<file path="src/sv/dwt_pkg.sv">
// ----------------------------------------------------------------------------
// dwt_pkg
// Types and constants for the data watchpoint table: request and response
// layouts, command and status codes, flag bit positions and table sizing.
// ----------------------------------------------------------------------------
package dwt_pkg;

    localparam int NUM_ENTRIES = 8;
    localparam int ADDR_BITS   = 16;

    localparam int IDX_W = (NUM_ENTRIES > 1) ? $clog2(NUM_ENTRIES) : 1;
    localparam logic [IDX_W-1:0] IDX_LAST = IDX_W'(NUM_ENTRIES - 1);

    localparam logic [15:0] ADDR_MASK = 16'((33'd1 << ADDR_BITS) - 33'd1);

    // apb register map
    localparam int          PADDR_W          = 3;
    localparam logic [PADDR_W-1:0] REG_PROBE_ATTACHED = PADDR_W'(0);

    typedef enum logic [1:0] {
        CMD_INSERT    = 2'd0,
        CMD_REMOVE    = 2'd1,
        CMD_CPU_READ  = 2'd2,
        CMD_CPU_WRITE = 2'd3
    } cmd_t;

    localparam logic [1:0] STATUS_DONE    = 2'd0;
    localparam logic [1:0] STATUS_FULL    = 2'd1;
    localparam logic [1:0] STATUS_IGNORED = 2'd2;

    localparam int FLAG_READ   = 0;
    localparam int FLAG_WRITE  = 1;
    localparam int FLAG_BREAK  = 2;
    localparam int FLAG_SIGNAL = 3;

    typedef struct packed {
        logic [1:0]  cmd;
        logic [15:0] addr;
        logic [15:0] span_len;
        logic [3:0]  flag_bits;
        logic [7:0]  data_value;
    } req_t;

    typedef struct packed {
        logic [1:0]  status;
        logic        hit;
        logic        break_request;
        logic        signal_raise;
        logic        event_is_write;
        logic [15:0] hit_addr;
        logic [7:0]  hit_value;
    } rsp_t;

endpackage

</file>
<file path="src/sv/data_watchpoint_table_core.sv">
// ----------------------------------------------------------------------------
// data_watchpoint_table_core
// Watchpoint table keyed by start address, scanned one entry per cycle.
// ----------------------------------------------------------------------------
// Each request (insert, remove, cpu read or cpu write) is taken only while the
// table is idle and then walks all NUM_ENTRIES entries through one shared
// compare unit, one entry per cycle, followed by a finish state that updates
// the table and loads the response register once that register is free. When
// the probe is not attached the scan is skipped and the status is IGNORED. The
// response register lets the next request be taken while a response still
// waits on rsp_stall. Among matching entries the lowest start address wins.
module data_watchpoint_table_core (
    input  logic                          clk,
    input  logic                          rst_n,

    input  logic                          req_valid,
    output logic                          req_stall,
    input  dwt_pkg::req_t                 req_data,

    output logic                          rsp_valid,
    input  logic                          rsp_stall,
    output dwt_pkg::rsp_t                 rsp_data,

    input  logic                          psel,
    input  logic                          penable,
    input  logic                          pwrite,
    input  logic [dwt_pkg::PADDR_W-1:0]   paddr,
    input  logic [31:0]                   pwdata,
    output logic [31:0]                   prdata,
    output logic                          pready
);
    import dwt_pkg::*;

    typedef enum logic [1:0] {
        ST_IDLE,
        ST_SCAN,
        ST_FINISH
    } state_t;

    state_t            state_reg, state_next;
    logic [IDX_W-1:0]  idx_reg;
    req_t              req_reg;
    logic              ignored_reg;
    logic              probe_attached_reg;

    logic              found_reg;
    logic [IDX_W-1:0]  found_idx_reg;
    logic [3:0]        found_flags_reg;
    logic              free_reg;
    logic [IDX_W-1:0]  free_idx_reg;
    logic              best_reg;
    logic [15:0]       best_start_reg;
    logic [3:0]        best_flags_reg;

    rsp_t              rsp_reg;
    logic              rsp_valid_reg;

    logic [NUM_ENTRIES-1:0] entry_valid_reg;
    logic [15:0]       entry_start_mem  [NUM_ENTRIES];
    logic [15:0]       entry_length_mem [NUM_ENTRIES];
    logic [3:0]        entry_flags_mem  [NUM_ENTRIES];

    logic              req_take;
    logic              rsp_free;
    logic              commit;
    logic              cfg_write;
    req_t              req_masked;

    logic              cur_valid;
    logic [15:0]       cur_start;
    logic [15:0]       cur_length;
    logic [3:0]        cur_flags;
    logic              is_access;
    logic              need_bit;
    logic [16:0]       range_end;
    logic              in_range;
    logic              access_match;
    logic              start_match;

    logic [3:0]        merged_flags;
    logic [3:0]        cleared_flags;
    rsp_t              rsp_next;

    assign req_stall = (state_reg != ST_IDLE);
    assign req_take  = req_valid && !req_stall;
    assign rsp_free  = !rsp_valid_reg || !rsp_stall;
    assign commit    = (state_reg == ST_FINISH) && rsp_free && !ignored_reg;

    assign rsp_valid = rsp_valid_reg;
    assign rsp_data  = rsp_reg;

    // configuration port
    assign pready    = 1'b1;
    assign cfg_write = psel && penable && pwrite && pready;
    assign prdata    = (paddr == REG_PROBE_ATTACHED) ? {31'd0, probe_attached_reg} : 32'd0;

    always_comb
    begin
        req_masked      = req_data;
        req_masked.addr = req_data.addr & ADDR_MASK;
    end

    // shared compare unit on the entry under the scan index
    assign cur_valid  = entry_valid_reg[idx_reg];
    assign cur_start  = entry_start_mem[idx_reg];
    assign cur_length = entry_length_mem[idx_reg];
    assign cur_flags  = entry_flags_mem[idx_reg];

    assign is_access   = (req_reg.cmd == CMD_CPU_READ) || (req_reg.cmd == CMD_CPU_WRITE);
    assign need_bit    = (req_reg.cmd == CMD_CPU_WRITE) ? cur_flags[FLAG_WRITE]
                                                        : cur_flags[FLAG_READ];
    assign range_end   = {1'b0, cur_start} + {1'b0, cur_length};
    assign in_range    = (req_reg.addr >= cur_start) && ({1'b0, req_reg.addr} < range_end);
    assign access_match = cur_valid && is_access && need_bit && in_range;
    assign start_match  = cur_valid && (cur_start == req_reg.addr);

    assign merged_flags  = found_flags_reg | req_reg.flag_bits;
    assign cleared_flags = found_flags_reg & ~req_reg.flag_bits;

    always_comb
    begin
        state_next = state_reg;
        unique case (state_reg)
            ST_IDLE:
            begin
                if (req_take)
                    state_next = probe_attached_reg ? ST_SCAN : ST_FINISH;
            end
            ST_SCAN:
            begin
                if (idx_reg == IDX_LAST)
                    state_next = ST_FINISH;
            end
            ST_FINISH:
            begin
                if (rsp_free)
                    state_next = ST_IDLE;
            end
            default:
            begin
                state_next = ST_IDLE;
            end
        endcase
    end

    always_comb
    begin
        rsp_next = '0;
        if (ignored_reg)
        begin
            rsp_next.status = STATUS_IGNORED;
        end
        else if (req_reg.cmd == CMD_INSERT)
        begin
            if (!found_reg && !free_reg)
                rsp_next.status = STATUS_FULL;
        end
        else if (is_access && best_reg)
        begin
            rsp_next.hit            = 1'b1;
            rsp_next.break_request  = best_flags_reg[FLAG_BREAK];
            rsp_next.signal_raise   = best_flags_reg[FLAG_SIGNAL];
            rsp_next.event_is_write = (req_reg.cmd == CMD_CPU_WRITE);
            rsp_next.hit_addr       = req_reg.addr;
            rsp_next.hit_value      = req_reg.data_value;
        end
    end

    always_ff @(posedge clk or negedge rst_n)
    begin
        if (!rst_n)
        begin
            state_reg          <= ST_IDLE;
            idx_reg            <= '0;
            ignored_reg        <= 1'b0;
            probe_attached_reg <= 1'b1;
            found_reg          <= 1'b0;
            free_reg           <= 1'b0;
            best_reg           <= 1'b0;
            rsp_valid_reg      <= 1'b0;
            entry_valid_reg    <= '0;
        end
        else
        begin
            state_reg <= state_next;

            if (cfg_write && (paddr == REG_PROBE_ATTACHED))
                probe_attached_reg <= pwdata[0];

            // a new response may replace one taken at the same edge
            if ((state_reg == ST_FINISH) && rsp_free)
                rsp_valid_reg <= 1'b1;
            else if (rsp_valid_reg && !rsp_stall)
                rsp_valid_reg <= 1'b0;

            unique case (state_reg)
                ST_IDLE:
                begin
                    if (req_take)
                    begin
                        idx_reg       <= '0;
                        ignored_reg   <= !probe_attached_reg;
                        found_reg     <= 1'b0;
                        free_reg      <= 1'b0;
                        best_reg      <= 1'b0;
                    end
                end
                ST_SCAN:
                begin
                    if (idx_reg != IDX_LAST)
                        idx_reg <= idx_reg + IDX_W'(1);
                    if (start_match && !found_reg)
                        found_reg <= 1'b1;
                    if (!cur_valid && !free_reg)
                        free_reg <= 1'b1;
                    if (access_match && (!best_reg || (cur_start < best_start_reg)))
                        best_reg <= 1'b1;
                end
                ST_FINISH:
                begin
                    if (commit)
                    begin
                        if (req_reg.cmd == CMD_INSERT)
                        begin
                            if (!found_reg && free_reg)
                                entry_valid_reg[free_idx_reg] <= 1'b1;
                        end
                        else if (req_reg.cmd == CMD_REMOVE)
                        begin
                            if (found_reg && !cleared_flags[FLAG_READ]
                                && !cleared_flags[FLAG_WRITE])
                                entry_valid_reg[found_idx_reg] <= 1'b0;
                        end
                    end
                end
                default:
                begin
                    idx_reg <= '0;
                end
            endcase
        end
    end

    // payload registers, no reset
    always_ff @(posedge clk)
    begin
        if (req_take)
            req_reg <= req_masked;

        if (state_reg == ST_SCAN)
        begin
            if (start_match && !found_reg)
            begin
                found_idx_reg   <= idx_reg;
                found_flags_reg <= cur_flags;
            end
            if (!cur_valid && !free_reg)
                free_idx_reg <= idx_reg;
            if (access_match && (!best_reg || (cur_start < best_start_reg)))
            begin
                best_start_reg <= cur_start;
                best_flags_reg <= cur_flags;
            end
        end

        if ((state_reg == ST_FINISH) && rsp_free)
            rsp_reg <= rsp_next;

        if (commit)
        begin
            if (req_reg.cmd == CMD_INSERT)
            begin
                if (found_reg)
                begin
                    entry_flags_mem[found_idx_reg] <= merged_flags;
                end
                else if (free_reg)
                begin
                    entry_start_mem[free_idx_reg]  <= req_reg.addr;
                    entry_length_mem[free_idx_reg] <= req_reg.span_len;
                    entry_flags_mem[free_idx_reg]  <= req_reg.flag_bits;
                end
            end
            else if ((req_reg.cmd == CMD_REMOVE) && found_reg)
            begin
                entry_flags_mem[found_idx_reg] <= cleared_flags;
            end
        end
    end

endmodule
</file>
<file path="config.mk">
export PLATFORM = sky130hd
export DESIGN_NAME = data_watchpoint_table_core
export DESIGN_NICKNAME = d
export VERILOG_FILES = /design/src/sv/dwt_pkg.sv /design/src/sv/data_watchpoint_table_core.sv
export SDC_FILE = /design/constraint.sdc
export NUM_CORES = 1
export LEC_CHECK = 0
export ABC_CLOCK_PERIOD_IN_PS = 5100
export BUFFER_PORTS_ARGS = -buffer_cell sky130_fd_sc_hd__buf_2
export CORE_UTILIZATION = 30
export DETAILED_ROUTE_END_ITERATION = 10
export GPL_TIMING_DRIVEN = 0
export PLACE_DENSITY = 0.43
export SLEW_MARGIN = 10
export SYNTH_ARGS = -nofsm -noshare
export SYNTH_HDL_FRONTEND = slang
export SYNTH_SLANG_ARGS = --single-unit
</file>
<file path="constraint.sdc">
create_clock -name clk -period 5.1 [get_ports clk]
set_clock_uncertainty 0.15 [all_clocks]
set_input_delay 0.51 -clock clk [delete_from_list [all_inputs] [get_ports clk]]
set_output_delay 0.51 -clock clk [all_outputs]
set_load 0.03 [all_outputs]
</file>
==> flow_summary.json, run 1 <==
{
  "syn_inst": 961,
  "synth-adder-area-share_pct": 4.72,
  "async_flop_share_pct": 4.62,
  "synth-simple-area-share_pct": 4.23,
  "clock-sinks": 411,
  "dpl_worst_slack_ns": -1.77,
  "fin_crit_sh_pct": 101,
  "worst_slack_ns": -0.0679,
  "tightest_slew_ns": 0.951,
  "max-cap-violations": 0,
  "diodes": 0,
  "leakagePower_nw": 8.00,
  "wirelength_um": 43300,
  "rsz0062_at_grt": "true",
  "core-area_sq_um": 56800,
  "rows": 87,
  "synth_compound_area_share_pct": 4.34,
  "syn_area_sq_um": 17400,
  "clock_latency_ns": 0.58,
  "die_area_sq_um": 58900,
  "io_pins": 153,
  "final_cells": 2039,
  "numCtsBuffers": 46,
  "yosysWarningCount": 0,
  "grt_antenna_before_repair": 1,
  "seq_area_frac_synth_pct": 70.5,
  "hp-class": "in2reg",
  "placed_area_sq_um": 19400,
  "seq_area_sq_um": 12300,
  "drv_slew": 0,
  "hpwlAfterDp_um": 29200,
  "final.setup.tns_ns": -1.08,
  "placed_cells": 1858,
  "die_h_um": 243,
  "place_congestion": 0.781,
  "max_clock_freq_mhz": 194,
  "multiInputGateArea_sq_um": 5100,
  "nets": 1405,
  "overflow": 0,
  "cts_tree": "built",
  "drive_gt1_share_pct": 34.4,
  "wl_per_cell_um": 21.3,
  "root_buffer": "clkbuf_16",
  "yosys_most_used_dff": "edfxtp_1",
  "grt_max_degree": 26,
  "critPathArrivalTime_ns": 5.30,
  "avgSynthCellArea_sq_um": 18.1,
  "synth_top_area_cell": "edfxtp_1",
  "yosysUniqueCellTypes": 61,
  "via_count": 9369,
  "first_pass_iters": 6,
  "io_buffer_count": 89,
  "cp-start-kind": "flip-flop",
  "status": "complete, but fails checks",
  "min_period_ns": 5.17,
  "synth_top_family_by_area": "multiplexers",
  "violations": "negative setup slack",
  "initial_core_util_pct": 30.6,
  "fin_area_sq_um": 22300,
  "via_per_inst": 4.59,
  "crit_path_max_fanout": 8,
  "cellPowerDensity_nw_per_um2": 509,
  "die_width_um": 243,
  "htreeDepth": 2,
  "track_usage_pct": 14.9,
  "yosys.area.top_type_share_pct": 67.8,
  "synth_edf_count": 392,
  "clkSlewWorstSetupHoldPaths_ns": 0.06,
  "relSlewSlack_pct": 35.9,
  "max-clock-path-buffers": 3,
  "synthMuxAreaShare_pct": 12.3,
  "worstPathRequired_ns": 5.24,
  "crit_type": "reg2reg",
  "grt_pass1_vias": 9705,
  "grt_pass1_wl_um": 64200,
  "synth-seq-cells": 411,
  "drc_errors": 0,
  "use_met3_pct": 2.21,
  "setup_viol": 18,
  "hold_viol": 0,
  "use_met2_pct": 24.8,
  "synth_area_leaders": "edfxtp_1, mux4_2, ha_1",
  "met1_usage_pct": 20.1,
  "drt_iter0_drc": 455,
  "synth_xor_area_share_pct": 0.706,
  "cp-end-kind": "flip-flop",
  "syn2layout_area_growth_pct": 28.4,
  "peakVddDrop_v": 0.000211,
  "busiest_layer": "met2",
  "fill_cells": 5276,
  "ant_nets": 0
}
## worst paths after layout
check,cells after the start,startpoint,slack (ns),end
max,19,idx_reg[0]$_DFFE_PN0P_,-0.07,best_start_reg[6]$_DFFE_PP_
min,3,rsp_stall,0.09,rsp_valid$_DFFE_PN0P_
max reg2reg,19,idx_reg[0]$_DFFE_PN0P_,-0.07,best_start_reg[6]$_DFFE_PP_
min reg2reg,1,entry_valid_reg[6]$_DFFE_PN0P_,0.34,entry_valid_reg[6]$_DFFE_PN0P_
max in group asynchronous,2,rst_n,4.20,probe_attached_reg$_DFFE_PN1P_
min in group asynchronous,2,rst_n,0.26,entry_valid_reg[5]$_DFFE_PN0P_
## layer usage
metal	up-vias	share of wire [%]
li1	4340	-
met1	4807	45
met2	152	49
met3	70	3.3
met4	0	2.5
met5	-	0
## area by class of cell
cell class                      instances  share of cell area [%]
Sequential cell                       411                    54.9
Buffer                                 62                    2.73
Multi-Input combinational cell        473                    22.9
Clock inverter                         20                   0.943
Inverter                               45                   0.769
Clock buffer                           59                    5.38
Tap cell                              756                    4.24
Timing Repair Buffer                  213                    8.11
## kinds of logic (layout without fill, tap and decap cells)
| group | Yosys count | after routing |
|---|---|---|
| AO/OA/AOI/OAI | 110 | 110 |
| XOR/XNOR | 14 | 14 |
| adder cells (fa/ha/maj) | 65 | 65 |
| buffers and inverters | 107 | 399 |
| flip-flops | 411 | 411 |
| multiplexers | 116 | 116 |
| other | 2 | 32 |
| AND/OR/NAND/NOR | 136 | 136 |
## worst max-delay path, stage by stage, from the launching register on
cell       delay (ns)
dfrtp_2          0.42
clkbuf_16        0.19
buf_4            0.13
buf_12           0.13
mux4_2           0.50
mux2_4           0.31
ha_4             0.23
a21o_1           0.20
a221oi_4         0.31
o21ai_4          0.12
nor4b_4          0.31
nor2_2           0.08
xnor2_1          0.13
ha_1             0.34
a2111oi_4        0.32
o21ai_1          0.11
a31oi_1          0.19
a311o_1          0.28
and3_4           0.28
buf_12           0.13
## what timing repair did
action / 4_1_cts / 5_1_grt
hold buffers: 48 / 0
endpoints found under the setup margin: 19 / 19
hold endpoints to repair: 65 / 0
setup buffers: 40 / 14
resized for setup: 114 / 18
pin swaps: 21 / 15
gates cloned: 1 / 0
## metrics by stage
stage	hold slack, ns	utilization, %	total power (W)
5_1_grt	0.0966	39.2	0.0120
6_report	0.0903	39.2	0.0113
3_5_place_dp	0.331	34.1	0.00732
3_3_place_gp	0.330	33.3	0.00726
4_1_cts	0.0594	38.9	0.0113
2_1_floorplan	0.0644	-	0.00636
## cells in the mapped netlist (16+ instances only)
cell / n
edfxtp_1: 392
mux4_2: 72
ha_1: 64
inv_1: 45
buf_4: 32
and2_1: 29
nand2_1: 29
a21oi_1: 24
mux2_2: 24
nor2_1: 23
a21o_1: 22
dfrtp_1: 18
o21ai_0: 18
mux2i_1: 17
clkbuf_1: 16
## cells in the final DEF (no fill, tap or decap), drive strengths merged, types with 12 or more instances in the layout
cell and count:
a21o 22, nand3 12, and2 29, nor2 23, mux4 75, o21ai 18, nand2 29, clkinv 14
buf 210, ha 64, dlygate4sd3 48, edfxtp 392, clkbuf 76, mux2 24, inv 45, dfrtp 18
mux2i 17, conb 32, a21oi 24
## power by group
group          switching [W]  leakage, nW  internal [W]  total, W
registers           0.000207         3.80       0.00405   0.00425
logic                0.00201         3.51       0.00191   0.00393
clock network        0.00131        0.685       0.00186   0.00317
(Power assumes the default switching activity.)
==> run 2: changes to the inputs <==
--- a/config.mk
+++ b/config.mk
@@ -7,10 +7,12 @@
 export LEC_CHECK = 0
 export ABC_CLOCK_PERIOD_IN_PS = 5100
 export BUFFER_PORTS_ARGS = -buffer_cell sky130_fd_sc_hd__buf_2
+export CELL_PAD_IN_SITES_DETAIL_PLACEMENT = 1
+export CELL_PAD_IN_SITES_GLOBAL_PLACEMENT = 1
 export CORE_UTILIZATION = 30
 export DETAILED_ROUTE_END_ITERATION = 10
 export GPL_TIMING_DRIVEN = 0
-export PLACE_DENSITY = 0.43
+export PLACE_DENSITY = 0.49
 export SLEW_MARGIN = 10
 export SYNTH_ARGS = -nofsm -noshare
 export SYNTH_HDL_FRONTEND = slang
==> run 2 against run 1 <==
The run still ends with negative setup slack left; power grew 1.3%; utilization is essentially flat; worst hold slack gained 0.014 ns; fmax grew 1.2%; clock-buffer cell count shrank 5; via count grew 0.30%; critical path depth grew 1; register-to-register slack gained 0.06 ns; sequential power is essentially flat; final cell count shrank 0.49%; largest cell class unchanged.
==> flow_summary.json, run 2 (same netlist as run 1, synthesis figures left out) <==
{
  "min-delay-start": "rsp_stall",
  "max_clock_freq_mhz": 196,
  "crit_type": "reg2reg",
  "hold_viol": 0,
  "rsz0062_at_grt": "true",
  "track_usage_pct": 15.3,
  "drive_gt1_share_pct": 33.5,
  "critPathArrivalTime_ns": 5.26,
  "final.setup.tns_ns": -0.0802,
  "wirelength_um": 44600,
  "cp-start-kind": "flip-flop",
  "nets": 1391,
  "hold_depth": 3,
  "violations": "negative setup slack",
  "busiest_layer": "met2",
  "drt_iter0_drc": 421,
  "die_area_sq_um": 58900,
  "clock_latency_ns": 0.58,
  "syn2layout_area_growth_pct": 28.2,
  "worstReg2RegStart": "idx_reg[0]$_DFFE_PN0P_",
  "ant_nets": 0,
  "diodes": 0,
  "status": "complete, but fails checks",
  "dpl_worst_slack_ns": -1.94,
  "first_pass_iters": 4,
  "die_h_um": 243,
  "r2r_cells": 20,
  "worst_slack_ns": -0.00870,
  "core-area_sq_um": 56800,
  "hold_ws_ns": 0.104,
  "overflow": 0,
  "relSlewSlack_pct": 43.3,
  "worstPathRequired_ns": 5.25,
  "drc_errors": 0,
  "max-cap-violations": 0,
  "via_count": 9397,
  "tightest_slew_ns": 0.848,
  "grt_pass1_vias": 10000,
  "drv_slew": 0,
  "use_met3_pct": 2.21,
  "place_congestion": 0.737,
  "worst_path_largest_cell_delay_ns": 0.49,
  "io_buffer_count": 89,
  "fin_crit_sh_pct": 100,
  "peakVddDrop_v": 0.000257,
  "hpwlAfterDp_um": 30100,
  "root_buffer": "clkbuf_16",
  "numCtsBuffers": 49,
  "crit_path_max_fanout": 7,
  "layout_common_cells": "edfxtp_1, buf_2, mux4_2, buf_4, ha_1",
  "multiInputGateArea_sq_um": 5060,
  "htreeDepth": 2,
  "max-clock-path-buffers": 3,
  "clkSlewWorstSetupHoldPaths_ns": 0.06,
  "met1_usage_pct": 21.1,
  "leakagePower_nw": 7.98,
  "clock-sinks": 411,
  "grt_antenna_before_repair": 1,
  "wl_per_cell_um": 22.0,
  "via_per_inst": 4.63,
  "min_period_ns": 5.11,
  "rows": 87,
  "cp_cell_sequence": "clkbuf_16 -> buf_16 -> mux4_2 -> mux2_4 -> ha_4 -> fa_2 -> a21o_1 -> nand4_1 -> a32oi_4 -> buf_6 -> a21o_1 -> a21oi_2 -> xor2_1 -> ha_1 -> a211oi_2 -> o21ai_1 -> a31oi_1 -> a311o_2 -> and3_4 -> buf_6",
  "setup_viol": 10,
  "initial_core_util_pct": 30.6,
  "grt_max_degree": 38,
  "cts_tree": "built",
  "hp-class": "in2reg",
  "fill_cells": 5650,
  "final_common_cell": "edfxtp_1",
  "io_pins": 153,
  "use_met2_pct": 25.1,
  "crit_slowest_cell": "mux4_2",
  "critPathLaunch": "idx_reg[0]$_DFFE_PN0P_",
  "cp-end-kind": "flip-flop",
  "grt_pass1_wl_um": 66300,
  "cellPowerDensity_nw_per_um2": 516,
  "seq_area_sq_um": 12300,
  "die_width_um": 243
}
## run 2: cell count changes in the layout (fill, tap and decap cells not counted), sizes merged
| cell | change |
|---|---|
| clkinvlp | +1 |
| buf | -17 |
| clkbuf | -5 |
| inv | +1 |
| bufinv | +1 |
| clkinv | +9 |
## run 2: power by group
group	leakage, nW	internal [W]	switching, W	total, W
sequential	3.81	0.00405	0.000215	0.00426
clock	0.756	0.00203	0.00141	0.00344
combinational	3.42	0.00183	0.00196	0.00379
total	7.98	0.00791	0.00358	0.0115
## run 2: cell type report
class / count / area share (%)
sequential: 411 / 55.0
multi-input combinational: 473 / 22.7
timing repair buffer: 196 / 7.62
clock buffer: 54 / 5.68
tap: 756 / 4.25
buffer: 62 / 2.64
clock inverter: 32 / 1.34
inverter: 45 / 0.769
## run 2: through the flow
stage,util [%],cells,total power [W],cell area (sq um)
floorplan,-,991,0.00636,17500
global placement,33.3,1836,0.00728,18900
detailed placement,34.0,1857,0.00734,19300
CTS,39.0,2023,0.0115,22200
global route,39.2,2029,0.0121,22300
finish,39.2,2029,0.0115,22300
## run 2: metal layers
layer | vias up | routed length [um]
met2 | 143 | 21700
met3 | 66 | 1360
met4 | 0 | 1040
li1 | 4330 | -
met1 | 4858 | 20500
met5 | - | 0
## run 2: what timing repair did
action / in CTS / in global routing
pin swaps: 10 / 10
endpoints found under the hold margin: 65 / 0
endpoints found under the setup margin: 19 / 19
gates cloned: 2 / 0
setup buffers: 30 / 6
hold buffers: 48 / 0
resized for setup: 106 / 14
## run 2: worst max-delay path, delay by kind of cell (launching register included)
kind / cells / cell delay [ns]
AOI/OAI and AO/OA: 8 / 1.32
muxes: 2 / 0.80
adders and majority gates: 3 / 0.80
buffers and inverters: 4 / 0.64
DFF: 1 / 0.45
and+or+nand+nor: 2 / 0.44
xor gates and xnor gates: 1 / 0.20
## run 2: worst paths after layout
path                       slack (ns)                        endpoint
max                            -0.009     best_start_reg[1]$_DFFE_PP_
min                              0.10           rsp_valid$_DFFE_PN0P_
max reg2reg                    -0.009     best_start_reg[1]$_DFFE_PP_
min reg2reg                      0.34  entry_valid_reg[6]$_DFFE_PN0P_
max in group asynchronous        4.15          idx_reg[1]$_DFFE_PN0P_
min in group asynchronous        0.28        state_reg[1]$_DFFE_PN0P_
==> run 3: changes to the inputs <==
--- a/config.mk
+++ b/config.mk
@@ -6,13 +6,13 @@
 export NUM_CORES = 1
 export LEC_CHECK = 0
 export ABC_CLOCK_PERIOD_IN_PS = 5100
-export BUFFER_PORTS_ARGS = -buffer_cell sky130_fd_sc_hd__buf_2
 export CELL_PAD_IN_SITES_DETAIL_PLACEMENT = 1
 export CELL_PAD_IN_SITES_GLOBAL_PLACEMENT = 1
 export CORE_UTILIZATION = 30
 export DETAILED_ROUTE_END_ITERATION = 10
+export DONT_BUFFER_PORTS = 1
 export GPL_TIMING_DRIVEN = 0
-export PLACE_DENSITY = 0.49
+export PLACE_DENSITY = 0.46
 export SLEW_MARGIN = 10
 export SYNTH_ARGS = -nofsm -noshare
 export SYNTH_HDL_FRONTEND = slang
==> run 3 against run 2 <==
The flow still finishes with violations (negative setup slack); critical endpoint is now best_start_reg[5]$_DFFE_PP_; largest cell class unchanged; clock power is essentially flat; critical path depth grew 3; power grew 1.5%.
==> flow_summary.json, run 3 (same netlist as run 1, synthesis figures left out) <==
{
  "max-cap-violations": 0,
  "drv_slew": 0,
  "crit_slowest_cell": "mux4_2",
  "r2r-end": "best_start_reg[5]$_DFFE_PP_",
  "overflow": 0,
  "diodes": 0,
  "rsz0062_at_grt": "true",
  "clkSlewWorstSetupHoldPaths_ns": 0.06,
  "violations": "negative setup slack",
  "final.setup.tns_ns": -4.28,
  "worstPathRequired_ns": 5.28,
  "hpwlAfterDp_um": 31000,
  "track_usage_pct": 15.9,
  "root_buffer": "clkbuf_16",
  "htreeDepth": 2,
  "grt_max_degree": 25,
  "r2r_cells": 23,
  "status": "complete, but fails checks",
  "place_congestion": 0.718,
  "multiInputGateArea_sq_um": 5130,
  "die_h_um": 243,
  "rows": 87,
  "fill_cells": 5588,
  "drt_iter0_drc": 493,
  "cp-end-kind": "flip-flop",
  "die_area_sq_um": 58900,
  "grt_antenna_before_repair": 1,
  "final_common_cell": "edfxtp_1",
  "r2r_setup_slack_ns": -0.25,
  "wl_per_cell_um": 23.3,
  "wirelength_um": 45900,
  "crit_path_max_fanout": 8,
  "first_pass_iters": 6,
  "clock-sinks": 411,
  "cellPowerDensity_nw_per_um2": 526,
  "hp-class": "in2reg",
  "via_per_inst": 4.63,
  "critPathArrivalTime_ns": 5.53,
  "peakVddDrop_v": 0.000267,
  "hold_viol": 0,
  "cp-start-kind": "flip-flop",
  "grt_pass1_wl_um": 68300,
  "power_w": 0.0117,
  "crit_type": "reg2reg",
  "drive_gt1_share_pct": 30.1,
  "seq_area_sq_um": 12200,
  "numCtsBuffers": 48,
  "drc_errors": 0,
  "min_period_ns": 5.35,
  "die_width_um": 243,
  "core-area_sq_um": 56800,
  "cp-endpoint": "best_start_reg[5]$_DFFE_PP_",
  "setup_viol": 19,
  "ant_nets": 0,
  "via_count": 9127,
  "io_buffer_count": 0,
  "nets": 1329,
  "grt_pass1_vias": 9905,
  "io_pins": 153,
  "cts_tree": "built",
  "critPathMostFrequentCell": "buf_12",
  "initial_core_util_pct": 30.6,
  "worst_path_largest_cell_delay_ns": 0.50,
  "leakagePower_nw": 7.78,
  "cp_cell_sequence": "clkbuf_16 -> buf_12 -> buf_12 -> buf_6 -> mux4_2 -> mux2i_4 -> inv_2 -> ha_4 -> a21o_1 -> buf_4 -> a21oi_4 -> a32oi_4 -> buf_4 -> buf_6 -> xnor2_1 -> ha_1 -> and4_4 -> o211ai_1 -> o221ai_2 -> a31oi_1 -> a311o_1 -> and3_4 -> buf_12",
  "clock_latency_ns": 0.58,
  "critPathLaunch": "idx_reg[0]$_DFFE_PN0P_",
  "fin_crit_sh_pct": 105,
  "tightest_slew_ns": 0.975,
  "syn2layout_area_growth_pct": 27.7,
  "relSlewSlack_pct": 34.8,
  "layout_common_cells": "edfxtp_1, buf_4, mux4_2, clkbuf_16, ha_1",
  "max_clock_freq_mhz": 187,
  "fin_area_sq_um": 22200,
  "placed_area_sq_um": 19000,
  "worstReg2RegStart": "idx_reg[0]$_DFFE_PN0P_",
  "max-clock-path-buffers": 3,
  "worst_slack_ns": -0.246
}
## run 3: worst min path at each step
stage | from | endpoint | slack, ns | cells past startpoint
floorplan | rst_n | best_reg$_DFFE_PN0P_ | 0.06 | 0
global placement | rst_n | entry_valid_reg[2]$_DFFE_PN0P_ | 0.07 | 0
detailed placement | rst_n | entry_valid_reg[0]$_DFFE_PN0P_ | 0.07 | 0
CTS | req_valid | state_reg[0]$_DFFE_PN0P_ | 0.01 | 3
global route | req_valid | state_reg[0]$_DFFE_PN0P_ | 0.03 | 3
finish | req_valid | state_reg[0]$_DFFE_PN0P_ | 0.05 | 3
## run 3: metrics by stage
stage,cells,worst slack (ns),hold WS (ns),utilization [%]
after detailed placement,1771,-1.94,0.0657,33.4
after global routing,1970,-0.385,0.0314,39.1
after global placement,1747,-3.17,0.0654,32.5
after CTS,1946,-0.105,0.0117,38.5
final,1970,-0.246,0.0462,39.1
after floorplan,991,0.0643,0.0644,-
## run 3: worst max-delay path, delay by kind of cell, from the launching register on
family	cells	cell delay (ns)
simple gates	2	0.45
compound gates	7	1.47
fa+ha+maj	2	0.56
buf+inv	9	1.20
xor+xnor	1	0.12
flops	1	0.41
mux	2	0.70
## run 3: layout make-up
type	instances	share of cell area (%)
Buffer	62	2.76
Clock buffer	63	5.86
Clock inverter	25	1.14
Inverter	45	0.772
Multi-Input combinational cell	473	23.1
Sequential cell	411	55.2
Tap cell	756	4.26
Timing Repair Buffer	135	6.87
## run 3: report_power, final
group	switching, W	internal [W]	total (W)	leakage [nW]
clock network	0.00137	0.00204	0.00341	0.746
logic	0.00194	0.00195	0.00389	3.23
registers	0.000324	0.00405	0.00437	3.81
## run 3: what timing repair did
action,CTS,global route
gates resized for setup,116,26
hold endpoints to repair,68,0
setup buffers,36,24
pin swaps,16,23
endpoints found under the setup margin,19,19
hold buffers,51,0
## run 3: layer usage
metal  global-route usage [%]  up-vias  part of all wire (%)
met5                        0        -                     0
met4                     3.66        0                   1.8
met3                     2.57       50                   3.1
met2                     26.8      123                    50
met1                     21.5     4766                    46
li1                         -     4188                     -
